<file path="src/sv/spq_pkg.sv">
package spq_pkg;

   localparam int DEPTH      = 16;
   localparam int ID_BITS    = 16;
   localparam int PRIO_BITS  = 4;
   localparam int COUNT_BITS = $clog2(DEPTH + 1);
   localparam int OCC_BITS   = 5;

   localparam logic OP_ENQ = 1'b0;
   localparam logic OP_DEQ = 1'b1;

   typedef enum logic [1:0] {
      ST_ENQUEUED = 2'd0,
      ST_DEQUEUED = 2'd1,
      ST_EMPTY    = 2'd2,
      ST_FULL     = 2'd3
   } status_type;

   typedef struct packed {
      logic                 valid;
      logic [ID_BITS-1:0]   id;
      logic [PRIO_BITS-1:0] prio;
   } entry_type;

   typedef struct packed {
      logic                 enq;
      logic                 deq;
      logic [ID_BITS-1:0]   id;
      logic [PRIO_BITS-1:0] prio;
   } cmd_type;

endpackage

</file>
<file path="src/sv/stable_priority_queue_core.sv">
// Bounded priority queue, highest priority out first, equal priorities in
// arrival order. One beat is taken every clock cycle: busy is always low.
// The response beat appears on the cycle after start, for exactly one cycle
// with rsp_valid high, and cannot be held off. The entries sit in a row of
// slot cells that shift toward the tail on enqueue and toward the head on
// dequeue, so each operation is done by that shift alone. Enqueue into a
// full queue is dropped with status full; dequeue from an empty queue
// reports status empty. Id and priority of the response are zero unless an
// entry was dequeued.
module stable_priority_queue_core (
   input  logic                          clock,
   input  logic                          reset,
   input  logic                          start,
   output logic                          busy,
   input  logic                          req_opcode,
   input  logic [spq_pkg::ID_BITS-1:0]   req_task_id,
   input  logic [spq_pkg::PRIO_BITS-1:0] req_task_priority,
   output logic                          rsp_valid,
   output logic [1:0]                    rsp_status,
   output logic [spq_pkg::ID_BITS-1:0]   rsp_out_id,
   output logic [spq_pkg::PRIO_BITS-1:0] rsp_out_priority,
   output logic [spq_pkg::OCC_BITS-1:0]  rsp_occupancy
);

   spq_pkg::entry_type entries [spq_pkg::DEPTH];
   spq_pkg::entry_type left_w  [spq_pkg::DEPTH];
   spq_pkg::entry_type right_w [spq_pkg::DEPTH];
   logic [spq_pkg::DEPTH-1:0] ins_w;
   logic [spq_pkg::DEPTH-1:0] left_ins_w;
   logic [spq_pkg::DEPTH-1:0] valid_vec;
   spq_pkg::cmd_type cmd;

   logic full;
   logic empty;
   logic accept;

   logic [spq_pkg::COUNT_BITS-1:0] count_ff;
   logic [spq_pkg::COUNT_BITS-1:0] count_in;

   logic                          rsp_valid_ff;
   spq_pkg::status_type           rsp_status_ff;
   spq_pkg::status_type           rsp_status_in;
   logic [spq_pkg::ID_BITS-1:0]   rsp_out_id_ff;
   logic [spq_pkg::ID_BITS-1:0]   rsp_out_id_in;
   logic [spq_pkg::PRIO_BITS-1:0] rsp_out_priority_ff;
   logic [spq_pkg::PRIO_BITS-1:0] rsp_out_priority_in;
   logic [spq_pkg::OCC_BITS-1:0]  rsp_occupancy_ff;

   assign busy   = 1'b0;
   assign accept = start && !busy;
   assign empty  = !entries[0].valid;
   assign full   = entries[spq_pkg::DEPTH-1].valid;

   assign cmd.enq  = accept && (req_opcode == spq_pkg::OP_ENQ) && !full;
   assign cmd.deq  = accept && (req_opcode == spq_pkg::OP_DEQ) && !empty;
   assign cmd.id   = req_task_id;
   assign cmd.prio = req_task_priority;

   for (genvar i = 0; i < spq_pkg::DEPTH; i++) begin : g_cell
      if (i == 0) begin : g_head
         assign left_w[i]     = '0;
         assign left_ins_w[i] = 1'b0;
      end else begin : g_body
         assign left_w[i]     = entries[i-1];
         assign left_ins_w[i] = ins_w[i-1];
      end
      if (i == spq_pkg::DEPTH - 1) begin : g_tail
         assign right_w[i] = '0;
      end else begin : g_mid
         assign right_w[i] = entries[i+1];
      end
      assign valid_vec[i] = entries[i].valid;

      spq_cell u_cell (
         .clock       (clock),
         .reset       (reset),
         .cmd         (cmd),
         .left_entry  (left_w[i]),
         .left_ins    (left_ins_w[i]),
         .right_entry (right_w[i]),
         .entry       (entries[i]),
         .ins         (ins_w[i])
      );
   end

   always_comb begin
      count_in            = count_ff;
      rsp_out_id_in       = '0;
      rsp_out_priority_in = '0;
      if (req_opcode == spq_pkg::OP_ENQ) begin
         if (full) begin
            rsp_status_in = spq_pkg::ST_FULL;
         end else begin
            rsp_status_in = spq_pkg::ST_ENQUEUED;
            count_in      = count_ff + 1'b1;
         end
      end else begin
         if (empty) begin
            rsp_status_in = spq_pkg::ST_EMPTY;
         end else begin
            rsp_status_in       = spq_pkg::ST_DEQUEUED;
            rsp_out_id_in       = entries[0].id;
            rsp_out_priority_in = entries[0].prio;
            count_in            = count_ff - 1'b1;
         end
      end
   end

   always_ff @(posedge clock) begin
      if (reset) begin
         count_ff     <= '0;
         rsp_valid_ff <= 1'b0;
      end else begin
         rsp_valid_ff <= accept;
         if (accept) begin
            count_ff <= count_in;
         end
      end
   end

   always_ff @(posedge clock) begin
      if (accept) begin
         rsp_status_ff       <= rsp_status_in;
         rsp_out_id_ff       <= rsp_out_id_in;
         rsp_out_priority_ff <= rsp_out_priority_in;
         rsp_occupancy_ff    <= spq_pkg::OCC_BITS'(count_in);
      end
   end

   assign rsp_valid        = rsp_valid_ff;
   assign rsp_status       = rsp_status_ff;
   assign rsp_out_id       = rsp_out_id_ff;
   assign rsp_out_priority = rsp_out_priority_ff;
   assign rsp_occupancy    = rsp_occupancy_ff;

`ifndef SYNTHESIS
   a_rsp_follows_start : assert property (@(posedge clock) disable iff (reset)
      accept |=> rsp_valid)
      else $error("missing response beat");
   a_no_spurious_rsp : assert property (@(posedge clock) disable iff (reset)
      !accept |=> !rsp_valid)
      else $error("unexpected response beat");
   a_count_matches : assert property (@(posedge clock) disable iff (reset)
      $countones(valid_vec) == int'(count_ff))
      else $error("count disagrees with slot valid bits");
   a_slots_packed : assert property (@(posedge clock) disable iff (reset)
      ((valid_vec >> 1) & ~valid_vec) == '0)
      else $error("valid slots not packed toward head");
   a_full_occupancy : assert property (@(posedge clock) disable iff (reset)
      rsp_valid && (rsp_status == spq_pkg::ST_FULL) |->
      rsp_occupancy == spq_pkg::OCC_BITS'(spq_pkg::DEPTH))
      else $error("full reported below capacity");
`endif

endmodule

</file>
<file path="src/sv/spq_cell.sv">
module spq_cell (
   input  logic              clock,
   input  logic              reset,
   input  spq_pkg::cmd_type   cmd,
   input  spq_pkg::entry_type left_entry,
   input  logic              left_ins,
   input  spq_pkg::entry_type right_entry,
   output spq_pkg::entry_type entry,
   output logic              ins
);

   spq_pkg::entry_type entry_ff;
   spq_pkg::entry_type entry_in;

   // new entry lands at this slot or at one nearer the head
   assign ins   = !entry_ff.valid || (entry_ff.prio < cmd.prio);
   assign entry = entry_ff;

   always_comb begin
      entry_in = entry_ff;
      if (cmd.enq && ins) begin
         if (left_ins) begin
            entry_in = left_entry;
         end else begin
            entry_in.valid = 1'b1;
            entry_in.id    = cmd.id;
            entry_in.prio  = cmd.prio;
         end
      end else if (cmd.deq) begin
         entry_in = right_entry;
      end
   end

   always_ff @(posedge clock) begin
      if (reset) begin
         entry_ff.valid <= 1'b0;
      end else begin
         entry_ff <= entry_in;
      end
   end

endmodule
</file>
<file path="config.mk">
export PLATFORM = sky130hd
export DESIGN_NAME = stable_priority_queue_core
export DESIGN_NICKNAME = d
export VERILOG_FILES = /design/src/sv/spq_pkg.sv /design/src/sv/stable_priority_queue_core.sv /design/src/sv/spq_cell.sv
export SDC_FILE = /design/constraint.sdc
export NUM_CORES = 1
export LEC_CHECK = 0
export BUFFER_PORTS_ARGS = -buffer_cell sky130_fd_sc_hd__buf_2
export CAP_MARGIN = 20
export CORE_MARGIN = 5
export CORE_UTILIZATION = 30
export DETAILED_ROUTE_END_ITERATION = 10
export PLACE_DENSITY = 0.46
export SYNTH_ARGS = -nofsm -noshare
export SYNTH_HDL_FRONTEND = slang
export SYNTH_SLANG_ARGS = --single-unit
</file>
<file path="constraint.sdc">
create_clock -name clock -period 12.85 [get_ports clock]
set_input_delay 2.57 -clock clock [delete_from_list [all_inputs] [get_ports clock]]
set_output_delay 2.57 -clock clock [all_outputs]
set_load 0.005 [all_outputs]
</file>
# Word level (Yosys, flattened, before mapping)
# Cells that the tools add are included.
op_classes:
  magnitude_cmp: 16
  add_sub_neg: 2
  n_reduce_logical: 85
  n_mux: 53
  bitwise_logic: 2
op_table:
  columns: ["cell", "n"]
  rows:
  - ["21-bit two-way mux", 47]
  - ["4-bit less-than comparator", 16]
  - ["2-bit AND reduction", 17]
  - ["2-bit nonzero test", 16]
  - ["1-bit logical AND", 20]
  - ["1-bit logical NOT", 16]
  - ["1-bit logical OR", 16]
  - ["5-bit two-way mux", 3]
  - ["2-bit two-way mux", 3]
  - ["5-bit by 1-bit adder with 5-bit output (second input constant)", 1]
  - ["5-bit by 1-bit subtractor with 5-bit output (second input constant)", 1]
  - ["1-bit NOT", 2]
word_totals:
  reg_bits: 369
  input_bits: 24
  output_inout_bits: 29

# Longest topological paths before layout
# Gate-level depths: netlist of run 1.
logic_depth:
  word_depth: 6
  mapped_depth: 10
  depth_no_buf: 7

# Cells and area by module
# Synthesis of run 1 repeated with hierarchy kept, for this count alone.
unflattened:
  cells_unflattened: 1519
  hier_area_um2: 22649.2
by_module_without_submodules:
  columns: ["module", "instances", "area_per_inst_um2", "cells_per_inst", "seq_area_each_um2"]
  rows:
  - ["spq_cell", 16, 1326.3, 88, 620.6]
  - ["stable_priority_queue_core", 1, 1428.9, 111, 930.9]

# Worst setup path after synthesis of run 1
# OpenSTA, ideal clock, no wires.
synth_path:
  kind: "input to register"
  start: "in req_task_priority[1] (netlist name)"
  end: "reg g_cell[13].u_cell.entry_ff, in the netlist g_cell[13].u_cell.entry[0], enable pin"
  path_slack_ps: 6994
  stages: 8
  t_arrival_ps: 5452
  path_cell_list: "clkbuf_1 clkbuf_1 inv_1 ha_1 a2111oi_4 o31ai_1 clkbuf_1 a21oi_1"
synth_between:
  elab_chain_cells: 5
synth_rtl:
  columns: ["element", "line", "text"]
  rows:
  - ["start, declared", "stable_priority_queue_core.sv:17", "input logic [spq_pkg::PRIO_BITS-1:0] req_task_priority,"]
  - ["4-bit less-than comparator", "spq_cell.sv:16", "assign ins = !entry_ff.valid || (entry_ff.prio < cmd.prio);"]
  - ["1-bit logical OR", "spq_cell.sv:16", null]
  - ["1-bit logical AND", "spq_cell.sv:21", "if (cmd.enq && ins) begin"]
  - ["2-bit nonzero test (no line)", null, null]
  - ["2-bit AND reduction (no line)", null, null]
  - ["end signal, assigned", "spq_cell.sv:38", "entry_ff <= entry_in;"]
  - ["end, declared", "spq_cell.sv:12", "spq_pkg::entry_type entry_ff;"]
# Every way passes these cells.
# A chain may end at the register's enable or synchronous reset.

# Worst setup path in the final report of run 1
layout_path:
  start: "in req_task_priority[1] (netlist name)"
  end: "reg g_cell[5].u_cell.entry_ff, in the netlist g_cell[5].u_cell.entry[6], enable pin"
layout_between:
  elab_chain_cells: 5
layout_rtl:
  columns: ["element", "line"]
  rows:
  - ["4-bit less-than comparator", "spq_cell.sv:16"]
  - ["1-bit logical OR", "spq_cell.sv:16"]
  - ["1-bit logical AND", "spq_cell.sv:21"]
  - ["2-bit nonzero test (no line)", null]
  - ["2-bit AND reduction (no line)", null]
  - ["end signal, assigned", "spq_cell.sv:38"]
  - ["end, declared", "spq_cell.sv:12"]
# Every way passes these cells.

==> results of run 1 <==
[where the power goes]
group | internal (uW) | switching, uW
clock network | 705 | 516
logic | 103 | 203
registers | 1380 | 41.3
[path summary, 6_finish.rpt]
| check | startpoint | slack [ns] | endpoint |
|---|---|---|---|
| setup / recovery | req_task_priority[1] | 7.28 | g_cell[5].u_cell.entry[6] |
| setup reg to reg | g_cell[5].u_cell.entry[1] | 9.79 | g_cell[5].u_cell.entry[6] |
| hold / removal | count_ff[4] | 0.52 | count_ff[4] |
| hold reg to reg | count_ff[4] | 0.52 | count_ff[4] |
[worst register-to-register path, delay by kind of cell (launching register included)]
| family | cells | cell delay [ns] |
|---|---|---|
| buf+inv | 1 | 0.23 |
| flops | 1 | 0.47 |
| simple gates | 2 | 1.03 |
| compound gates | 3 | 0.73 |
| fa+ha+maj | 1 | 0.31 |
[logic make-up (layout without fill, tap and decap cells)]
group,count (synthesis),in the layout
and+or+nand+nor,422,422
AOI/OAI and AO/OA,388,388
DFF,369,369
muxes,332,332
buffers and inverters,155,198
adders and majority gates,47,47
xor gates and xnor gates,6,6
other,1,1
[layout make-up]
type	count	area, um2
fillers	6515	42200
flip-flops and latches	369	10900
multi-input cells	1196	8120
clock buffers	64	1230
well taps	855	1070
repair buffers	100	747
clock inverters	18	145
inverters	16	60.1
[registers in the layout (all words and copies together), names as in the netlist]
signal / count
rsp_out_priority: 4
rsp_out_id: 16
rsp_occupancy: 5
rsp_status: 2
count_ff: 5
rsp_valid: 1
g_cell.u_cell.entry: 336
[routing by layer]
layer	wire length, um	vias to the layer above	GRT usage
li1	-	6367	-
met1	27400	6906	0.226
met2	31600	337	0.301
met3	3150	107	0.0314
met4	1760	4	0.0499
met5	25	-	0
[cells in the final DEF, fill, tap and decap left out, types with 5 or more instances in the layout]
master and count:
sky130_fd_sc_hd__a211oi_1 6, sky130_fd_sc_hd__a21oi_1 198, sky130_fd_sc_hd__a21oi_2 24, sky130_fd_sc_hd__a221oi_1 5
sky130_fd_sc_hd__a31oi_1 20, sky130_fd_sc_hd__and3_1 23, sky130_fd_sc_hd__buf_2 51, sky130_fd_sc_hd__buf_4 37
sky130_fd_sc_hd__buf_8 8, sky130_fd_sc_hd__clkbuf_1 17, sky130_fd_sc_hd__clkbuf_16 46, sky130_fd_sc_hd__clkinv_1 7
sky130_fd_sc_hd__clkinv_2 7, sky130_fd_sc_hd__dfxtp_1 22, sky130_fd_sc_hd__edfxtp_1 347, sky130_fd_sc_hd__ha_1 47
sky130_fd_sc_hd__inv_1 15, sky130_fd_sc_hd__mux2_1 10, sky130_fd_sc_hd__mux2_2 32, sky130_fd_sc_hd__mux2_4 20
sky130_fd_sc_hd__mux2i_1 270, sky130_fd_sc_hd__nand2_1 133, sky130_fd_sc_hd__nand3_1 21, sky130_fd_sc_hd__nor2_1 217
sky130_fd_sc_hd__nor3b_1 12, sky130_fd_sc_hd__o211ai_1 13, sky130_fd_sc_hd__o21ai_0 86, sky130_fd_sc_hd__o21ai_1 13
sky130_fd_sc_hd__o21bai_1 5
[metrics by stage]
| step | setup slack [ns] | util | total power (uW) | hold WS [ns] | instances |
|---|---|---|---|---|---|
| after floorplan | 6.99 | - | 1630 | 0.482 | 1720 |
| after global placement | 6.31 | 0.320 | 1750 | 0.497 | 2524 |
| after detailed placement | 6.25 | 0.322 | 1760 | 0.513 | 2529 |
| after CTS | 6.85 | 0.343 | 2980 | 0.525 | 2611 |
| after global routing | 7.03 | 0.345 | 3070 | 0.558 | 2618 |
| final | 7.28 | 0.345 | 2950 | 0.522 | 2618 |
==> parameters.txt, run 1 <==
Parameter                              Value

Status
  Run status ... complete, no violations

Flow run
  Number of max-capacitance violations reported ... 0

CTS
  Number of buffers inserted during clock tree synthesis ... 45
  Clk Latency, worst-skew pair ... 0.58 ns
  Maximum buffer depth of the clock tree ... 3
  Cell at the root of the clock tree ... sky130_fd_sc_hd__clkbuf_16
  H-tree level count ... 2
  Count of clock tree sinks ... 369
  Clock tree from TritonCTS ... built
  Count of buffers added by post-CTS timing repair for setup ... 0
  CTS hold repair buffers ... 0
  Register clock-pin slew on the reported worst setup and hold paths ... 0.06 ns
  Post-CTS Resized ... 0

Yosys
  Fraction of the mapped netlist area in simple logic gates ... 0.0898
  Arithmetic-cell share of the synthesized area counting full adders, half adders and majority gates ... 0.0301
  Fraction of synthesis flops using an asynchronous set or reset pin ... 0
  Syn_nets ... 1791
  Top post-synthesis cells by area ... sky130_fd_sc_hd__edfxtp_1, sky130_fd_sc_hd__mux2i_1, sky130_fd_sc_hd__a21oi_1
  Area of the mapped netlist ... 19600 um2
  Xor/xnor cell area share of the yosys netlist ... 0.00269
  Ys Warns ... 0
  Mean cell area of the mapped netlist ... 11.4 um2
  Cell with the most instances after synthesis ... sky130_fd_sc_hd__edfxtp_1
  Number of distinct library cells after synthesis ... 49
  Compound-cell area share of the yosys netlist ... 0.109
  Seq cells post-synth ... 369
  Multiplexer area fraction after synthesis ... 0.178
  Dominant combinational cell family by area after synthesis ... multiplexers
  Cell type with the highest aggregate area in the netlist ... sky130_fd_sc_hd__edfxtp_1
  EDFF count, synth ... 347
  Synthesized instance count ... 1720
  Sequential cell area fraction in the yosys report ... 0.555
  Area share of the largest cell type after synthesis ... 0.533
  Main flop type after synthesis ... sky130_fd_sc_hd__edfxtp_1
  Top cell types by occurrence after synthesis ... sky130_fd_sc_hd__edfxtp_1, sky130_fd_sc_hd__mux2i_1, sky130_fd_sc_hd__a21oi_1

STA
  Final count of hold timing violations ... 0
  Final Max Tran Viols ... 0
  Final sum of negative setup slack ... 0 ns
  Worst clock skew ... 0.0281 ns
  Final critical-path share of the clock period ... 0.433
  Maximum frequency from static timing analysis ... 180 MHz
  Clock period minus final worst setup slack ... 5.57 ns
  Slew margin rel. ... 0.295
  Final setup violation count ... 0
  Actual transition at the worst max-transition pin ... 1.05 ns
  Unrepaired setup endpoints after global routing ... no

Final layout
  Summed area of non-filler cells in the final layout ... 22200 um2
  Net count of the finished layout ... 1799
  Antenna cell count ... 0
  Synth-to-layout area growth ... 13.7%
  Layout cells sized above 1 ... 0.140

Floorplan
  I/O pin count ... 53
  # rows ... 93
  Starting density of the core ... 0.303
  Height of the die ... 265 um
  Floorplan core area ... 64500 um2
  Total die area ... 70400 um2
  Die width ... 265 um

GRT
  Overall Global Routing Usage ... 0.175
  Number of antenna violations at the first check in global routing ... 4
  Via count of the first global-routing pass ... 14000
  Maximum number of pins on one net before global-route repair ... 56
  Sum of overflow across all layers after global routing ... 0
  Global-route wire length before repair ... 93500 um

Detailed routing
  Drt first pass iters ... 5
  Wirelength, routed ... 63900 um
  Routed len/inst ... 24.4 um
  Routed via count ... 13700
  Residual DRC ... 0
  Post-route ant nets ... 0
  Iteration-0 DRC Markers ... 1005
  Routed via count divided by cell count ... 5.24

Critical path
  Number of cells on the critical path ... 9
  Crit-path slowest cell ... sky130_fd_sc_hd__nand2_1
  Kind of critical path ... primary input to flop
  Worst endpoint data arrival time ... 5.83 ns
  CP endpoint kind ... flop
  CP startpoint kind ... primary input
  Cells along the critical path ... buf_2 > inv_1 > ha_1 > o211ai_1 > o21ai_0 > nand2_1 > nand2_1 > a21oi_2 > buf_8
  Buf+Inv Stages, Crit Path ... 3
  Cell family with the largest share of critical-path delay ... buffers and inverters
  Crit path required time ... 13.12 ns
  Library cell appearing most often on the critical path ... sky130_fd_sc_hd__nand2_1
  Worst reg2reg path depth ... 7
  Critical path's largest stage delay ... 0.80 ns
  Maximum net fanout on the critical path ... 21

Power and ir drop
  Cell area power density ... 133 nW/um2
  Standby leakage power ... 0.00943 uW
  Worst ir drop on vdd ... 0.0000826 V

Placement
  Count of buffers from port buffering ... 51
  Half-perimeter wire length after detailed placement ... 43300 um
  Area after detailed placement ... 20700 um2
  Weighted congestion reported at the end of routability-driven placement ... 0.823

Hold path
  WHS Path Cells ... 2
  Hold Crit Class ... flop to flop
Note: power is estimated with default switching activity, not from simulation.
==> inputs of run 2 (changes only) <==
--- a/config.mk
+++ b/config.mk
@@ -5,6 +5,7 @@
 export SDC_FILE = /design/constraint.sdc
 export NUM_CORES = 1
 export LEC_CHECK = 0
+export ABC_AREA = 1
 export BUFFER_PORTS_ARGS = -buffer_cell sky130_fd_sc_hd__buf_2
 export CAP_MARGIN = 20
 export CORE_MARGIN = 5
==> constraint.sdc (replaced) <==
create_clock -name clock -period 5.4 [get_ports clock]
set_input_delay 1.08 -clock clock [delete_from_list [all_inputs] [get_ports clock]]
set_output_delay 1.08 -clock clock [all_outputs]
set_load 0.005 [all_outputs]
==> run 2 against run 1 <==
Final area up 2.4%. Setup slack lost 5.4 ns. Via count up 24%. Critical path type unchanged. Critical endpoint is now g_cell[8].u_cell.entry[16].
==> parameters.txt, run 2 <==
Parameter                              Value

Status
  Run status ... complete, no violations

CTS
  Count of clock tree sinks ... 369
  Clock tree from TritonCTS ... built
  Maximum buffer depth of the clock tree ... 3
  CTS hold repair buffers ... 0
  H-tree level count ... 2
  Register clock-pin slew on the reported worst setup and hold paths ... 0.06 ns
  Number of buffers inserted during clock tree synthesis ... 45
  Cell at the root of the clock tree ... sky130_fd_sc_hd__clkbuf_16
  Post-CTS Resized ... 0
  Count of buffers added by post-CTS timing repair for setup ... 0
  Clk Latency, worst-skew pair ... 0.58 ns

Detailed routing
  Wirelength, routed ... 67400 um
  Post-route ant nets ... 0
  Routed via count ... 17000
  Iteration-0 DRC Markers ... 1509
  Routed via count divided by cell count ... 5.23
  Routed len/inst ... 20.7 um
  Drt first pass iters ... 5
  Residual DRC ... 0

Placement
  Weighted congestion reported at the end of routability-driven placement ... 0.827
  Half-perimeter wire length after detailed placement ... 46400 um
  Count of buffers from port buffering ... 51

Yosys
  Area of the mapped netlist ... 20100 um2
  Fraction of synthesis flops using an asynchronous set or reset pin ... 0
  Synthesized instance count ... 2351
  Area share of the largest cell type after synthesis ... 0.517
  EDFF count, synth ... 347
  Mean cell area of the mapped netlist ... 8.57 um2
  Syn_nets ... 2422
  Sequential cell area fraction in the yosys report ... 0.539
  Cell type with the highest aggregate area in the netlist ... sky130_fd_sc_hd__edfxtp_1
  Ys Warns ... 0
  Top cell types by occurrence after synthesis ... sky130_fd_sc_hd__nand2_1, sky130_fd_sc_hd__edfxtp_1, sky130_fd_sc_hd__a21oi_1
  Seq cells post-synth ... 369
  Cell with the most instances after synthesis ... sky130_fd_sc_hd__nand2_1
  Number of distinct library cells after synthesis ... 34
  Top post-synthesis cells by area ... sky130_fd_sc_hd__edfxtp_1, sky130_fd_sc_hd__nand2_1, sky130_fd_sc_hd__a21oi_1
  Main flop type after synthesis ... sky130_fd_sc_hd__edfxtp_1

Critical path
  Crit-path slowest cell ... sky130_fd_sc_hd__a21oi_2
  Library cell appearing most often on the critical path ... sky130_fd_sc_hd__nand2_1
  Critical path's largest stage delay ... 0.49 ns
  Register-to-Register Setup Slack ... 2.41 ns
  Worst endpoint data arrival time ... 3.81 ns
  Kind of critical path ... primary input to flop
  Cell family with the largest share of critical-path delay ... simple AND/OR/NAND/NOR gates
  Crit path required time ... 5.67 ns
  Maximum net fanout on the critical path ... 24
  Buf+Inv Stages, Crit Path ... 3
  CP endpoint kind ... flop
  CP startpoint kind ... primary input
  Cells along the critical path ... buf_2 > inv_1 > ha_1 > nand2_1 > nand2_1 > nand2_1 > nand2_1 > nand2_2 > nand2_2 > a21oi_2 > buf_4

STA
  Clock period minus final worst setup slack ... 3.54 ns
  Final count of hold timing violations ... 0
  Worst clock skew ... 0.0198 ns
  Final sum of negative setup slack ... 0 ns
  Unrepaired setup endpoints after global routing ... no
  Slew margin rel. ... 0.366
  Maximum frequency from static timing analysis ... 282 MHz
  Final setup violation count ... 0
  Final Max Tran Viols ... 0
  Actual transition at the worst max-transition pin ... 0.948 ns
  Final critical-path share of the clock period ... 0.656

Power and ir drop
  Cell area power density ... 324 nW/um2
  Total chip power ... 7390 uW
  Standby leakage power ... 0.00971 uW
  Combinational share of power ... 0.110
  Worst ir drop on vdd ... 0.000222 V
  Proportion of power drawn by flip-flops and latches ... 0.455
  Cell-internal power ... 5460 uW
  Sw frac ... 0.260
  Clock Power Share ... 0.435
  Net switching power ... 1920 uW

Final layout
  Multi-input combinational cell area ... 8090 um2
  Layout filler cell count ... 6979
  Commonest non-fill, non-tap cell in the layout ... sky130_fd_sc_hd__nand2_1
  Layout cells sized above 1 ... 0.107
  Sequential cell area ... 10900 um2
  Synth-to-layout area growth ... 13.1%
  Net count of the finished layout ... 2420
  Most used cells in the layout excluding fill and tap cells ... sky130_fd_sc_hd__nand2_1, sky130_fd_sc_hd__edfxtp_1, sky130_fd_sc_hd__a21oi_1
  Number of flip-flops under the largest register name ... 336

GRT
  Sum of overflow across all layers after global routing ... 0
  Via count of the first global-routing pass ... 17100
  Overall Global Routing Usage ... 0.180
  Maximum number of pins on one net before global-route repair ... 64
  Number of antenna violations at the first check in global routing ... 1
  Global-route wire length before repair ... 104000 um

Flow run
  Number of max-capacitance violations reported ... 0

Floorplan
  Starting density of the core ... 0.301
  I/O pin count ... 53
  # rows ... 95
  Total die area ... 72400 um2
  Height of the die ... 269 um
  Die width ... 269 um
  Floorplan core area ... 66900 um2

Hold path
  Hold Crit Class ... flop to flop
==> run 2: layer usage <==
layer	share of wire	global-route usage	up-vias
met5	0	0	-
met4	0.021	0.0423	0
met3	0.056	0.0263	79
met2	0.46	0.289	465
met1	0.47	0.258	8491
li1	-	-	8004
==> run 2: power by group through the flow <==
stage	sequential (uW)	combinational (uW)	clock, uW
final	3360	812	3210
after detailed placement	3420	815	0
after floorplan	3390	536	0
after global placement	3420	805	0
after global routing	3370	911	3410
after CTS	3360	818	3300
==> run 2: cells by family after synthesis <==
logic type,after synthesis,share of synthesized area
AND/OR/NAND/NOR,1071,0.216
buffers and inverters,275,0.0628
adder cells (fa/ha/maj),47,0.0292
XOR/XNOR,4,0.00174
AO/OA/AOI/OAI,584,0.151
flip-flops,369,0.539
other,1,0.000186
==> run 2: path summary, 6_finish.rpt <==
| kind | startpoint | endpoint | depth (start not counted) |
|---|---|---|---|
| worst max-delay path | req_task_priority[1] | g_cell[8].u_cell.entry[16] | 11 |
| worst min register to register | g_cell[10].u_cell.entry[20] | g_cell[10].u_cell.entry[20] | 2 |
| worst min-delay path | g_cell[10].u_cell.entry[20] | g_cell[10].u_cell.entry[20] | 2 |
| worst max register to register | g_cell[15].u_cell.entry[20] | g_cell[8].u_cell.entry[16] | 7 |
==> run 2: final cells by class <==
type / instances / share of cell area
multi-input cells: 1707 / 0.355
clock buffers: 59 / 0.0540
clock inverters: 25 / 0.0141
well taps: 873 / 0.0480
flip-flops and latches: 369 / 0.477
repair buffers: 113 / 0.0331
diodes: 1 / 0.000110
inverters: 113 / 0.0188
==> run 2: worst min-delay path: cells and delay by family, from the launching register on <==
family             cells  cell delay (ns)
AOI/OAI and AO/OA      1             0.06
DFF                    1             0.33
and+or+nand+nor        1             0.08
==> run 2: stage by stage <==
step / worst slack (ns) / std cells / hold WS [ns] / cell area (um2) / util
after floorplan: 1.25 / 2351 / 0.471 / 20100 / -
after global placement: 1.32 / 3174 / 0.498 / 21200 / 0.317
after detailed placement: 1.27 / 3175 / 0.509 / 21200 / 0.317
after CTS: 1.89 / 3259 / 0.517 / 22800 / 0.340
after global routing: 1.62 / 3259 / 0.551 / 22800 / 0.340
final: 1.86 / 3260 / 0.514 / 22800 / 0.340
==> inputs of run 3 (changes only) <==
==> constraint.sdc (replaced) <==
create_clock -name clock -period 3.6 [get_ports clock]
set_input_delay 0.72 -clock clock [delete_from_list [all_inputs] [get_ports clock]]
set_output_delay 0.72 -clock clock [all_outputs]
set_load 0.005 [all_outputs]
==> run 3 against run 2 <==
Via count grew 0.35%. Final area shrank 0.23%. Clock-buffer cell count grew 5. Core utilization shrank 0.079 points. Largest power group unchanged. Non-clock buffer count grew 13. Wire length shrank 4.1%.
==> parameters.txt, run 3 (synthesized netlist as in run 2, its figures left out) <==
Parameter                              Value

Detailed routing
  Wirelength, routed ... 64700 um
  Drt first pass iters ... 5
  Routed via count divided by cell count ... 5.22
  Routed len/inst ... 19.8 um
  Iteration-0 DRC Markers ... 1572
  Post-route ant nets ... 0
  Residual DRC ... 0
  Routed via count ... 17100

CTS
  Number of buffers inserted during clock tree synthesis ... 46
  Clock tree from TritonCTS ... built
  Maximum buffer depth of the clock tree ... 3
  Count of buffers added by post-CTS timing repair for setup ... 0
  CTS hold repair buffers ... 0
  H-tree level count ... 2
  Register clock-pin slew on the reported worst setup and hold paths ... 0.05 ns
  Post-CTS Resized ... 0
  Count of clock tree sinks ... 369
  Clk Latency, worst-skew pair ... 0.60 ns
  Cell at the root of the clock tree ... sky130_fd_sc_hd__clkbuf_16

Floorplan
  Starting density of the core ... 0.301
  Height of the die ... 269 um
  # rows ... 95
  Total die area ... 72400 um2
  Floorplan core area ... 66900 um2
  I/O pin count ... 53
  Die width ... 269 um

Placement
  Half-perimeter wire length after detailed placement ... 44600 um
  Count of buffers from port buffering ... 51
  Weighted congestion reported at the end of routability-driven placement ... 0.804
  Total instance count after detailed placement ... 3188

Critical path
  Worst reg2reg path depth ... 7
  Kind of critical path ... flop to flop
  CP startpoint kind ... flop
  Worst setup path startpoint ... g_cell[15].u_cell.entry[20]
  Maximum net fanout on the critical path ... 34
  Register-to-Register Setup Slack ... 1.11 ns
  Reg2reg start ... g_cell[15].u_cell.entry[20]
  Crit path required time ... 3.83 ns
  CP endpoint kind ... flop
  Worst endpoint data arrival time ... 2.72 ns

STA
  Slew margin rel. ... 0.448
  Worst clock skew ... 0.0320 ns
  Clock period minus final worst setup slack ... 2.49 ns
  Unrepaired setup endpoints after global routing ... no
  Final setup violation count ... 0
  Actual transition at the worst max-transition pin ... 0.828 ns
  Final count of hold timing violations ... 0
  Maximum frequency from static timing analysis ... 402 MHz
  Final sum of negative setup slack ... 0 ns
  Final Max Tran Viols ... 0
  Final critical-path share of the clock period ... 0.692

Final layout
  Layout cells sized above 1 ... 0.108
  Most used cells in the layout excluding fill and tap cells ... sky130_fd_sc_hd__nand2_1, sky130_fd_sc_hd__edfxtp_1, sky130_fd_sc_hd__a21oi_1
  Net count of the finished layout ... 2434
  Number of flip-flops under the largest register name ... 336
  Synth-to-layout area growth ... 12.8%
  Finished Layout Cells ... 3273
  Commonest non-fill, non-tap cell in the layout ... sky130_fd_sc_hd__nand2_1
  Layout filler cell count ... 7031

Power and ir drop
  Worst ir drop on vdd ... 0.000310 V
  Total chip power ... 10600 uW
  Standby leakage power ... 0.00970 uW
  Cell area power density ... 466 nW/um2

GRT
  Maximum number of pins on one net before global-route repair ... 99
  Number of antenna violations at the first check in global routing ... 1
  Overall Global Routing Usage ... 0.172
  Via count of the first global-routing pass ... 17200
  Global-route wire length before repair ... 100000 um
  Sum of overflow across all layers after global routing ... 0

Status
  Run status ... complete, no violations

Hold path
  Hold Crit Class ... flop to flop
  WHS Path Cells ... 2
  Min-Delay Startpoint ... g_cell[15].u_cell.entry[19]

Flow run
  Number of max-capacitance violations reported ... 0
## run 3: cell types whose count changed in the layout (fill, tap and decap cells not counted)
cell and change:
sky130_fd_sc_hd__buf_4 +10, sky130_fd_sc_hd__bufinv_16 -7, sky130_fd_sc_hd__buf_12 +4, sky130_fd_sc_hd__clkbuf_1 +4, sky130_fd_sc_hd__clkinv_1 +3, sky130_fd_sc_hd__buf_16 -1, sky130_fd_sc_hd__clkbuf_8 +1, sky130_fd_sc_hd__clkinvlp_4 -1
sky130_fd_sc_hd__nand2_1 +1, sky130_fd_sc_hd__nand2_2 -1
## run 3: where the power goes
part	internal (uW)	total [uW]	leakage, uW	switching, uW
Sequential	4930	5040	0.00341	108
Clock	2440	4330	0.000678	1890
Combinational	359	1220	0.00562	858
Total	7730	10600	0.00970	2860
## run 3: through the flow
step	hold WS, ns	utilization	setup WS [ns]	cell area [um2]
floorplan	0.471	-	0.0529	20200
global placement	0.515	0.319	0.599	21300
detailed placement	0.521	0.319	0.570	21300
CTS	0.511	0.340	1.09	22700
global route	0.523	0.340	0.901	22700
finish	0.532	0.340	1.11	22700
## run 3: critical path, stage by stage, from the launching register on
cell and delay [ns]:
sky130_fd_sc_hd__dfxtp_1 0.38, sky130_fd_sc_hd__inv_2 0.11, sky130_fd_sc_hd__nand2_1 0.11, sky130_fd_sc_hd__nor2_4 0.41, sky130_fd_sc_hd__buf_12 0.30, sky130_fd_sc_hd__nand2_8 0.22
sky130_fd_sc_hd__a21oi_2 0.17, sky130_fd_sc_hd__buf_4 0.37
## run 3: per-layer routing
metal / vias up / share of wire / global-route usage
met3: 92 / 0.054 / 0.0232
li1: 8046 / - / -
met4: 0 / 0.024 / 0.0482
met1: 8466 / 0.47 / 0.247
met5: - / 0 / 0
met2: 494 / 0.45 / 0.273
## run 3: final timing paths
| check | end |
|---|---|
| setup reg to reg | g_cell[13].u_cell.entry[3] |
| setup / recovery | g_cell[13].u_cell.entry[3] |
| hold reg to reg | g_cell[14].u_cell.entry[19] |
| hold / removal | g_cell[14].u_cell.entry[19] |
## run 3: final cells by class
class                      count  area, um2  share of cell area
sequential                   369      10900               0.478
multi-input combinational   1707       8090               0.356
clock buffer                  64       1260              0.0554
tap                          873       1090              0.0481
timing repair buffer         126        881              0.0388
inverter                     113        429              0.0189
clock inverter                20        115             0.00507
antenna                        1       2.50            0.000110
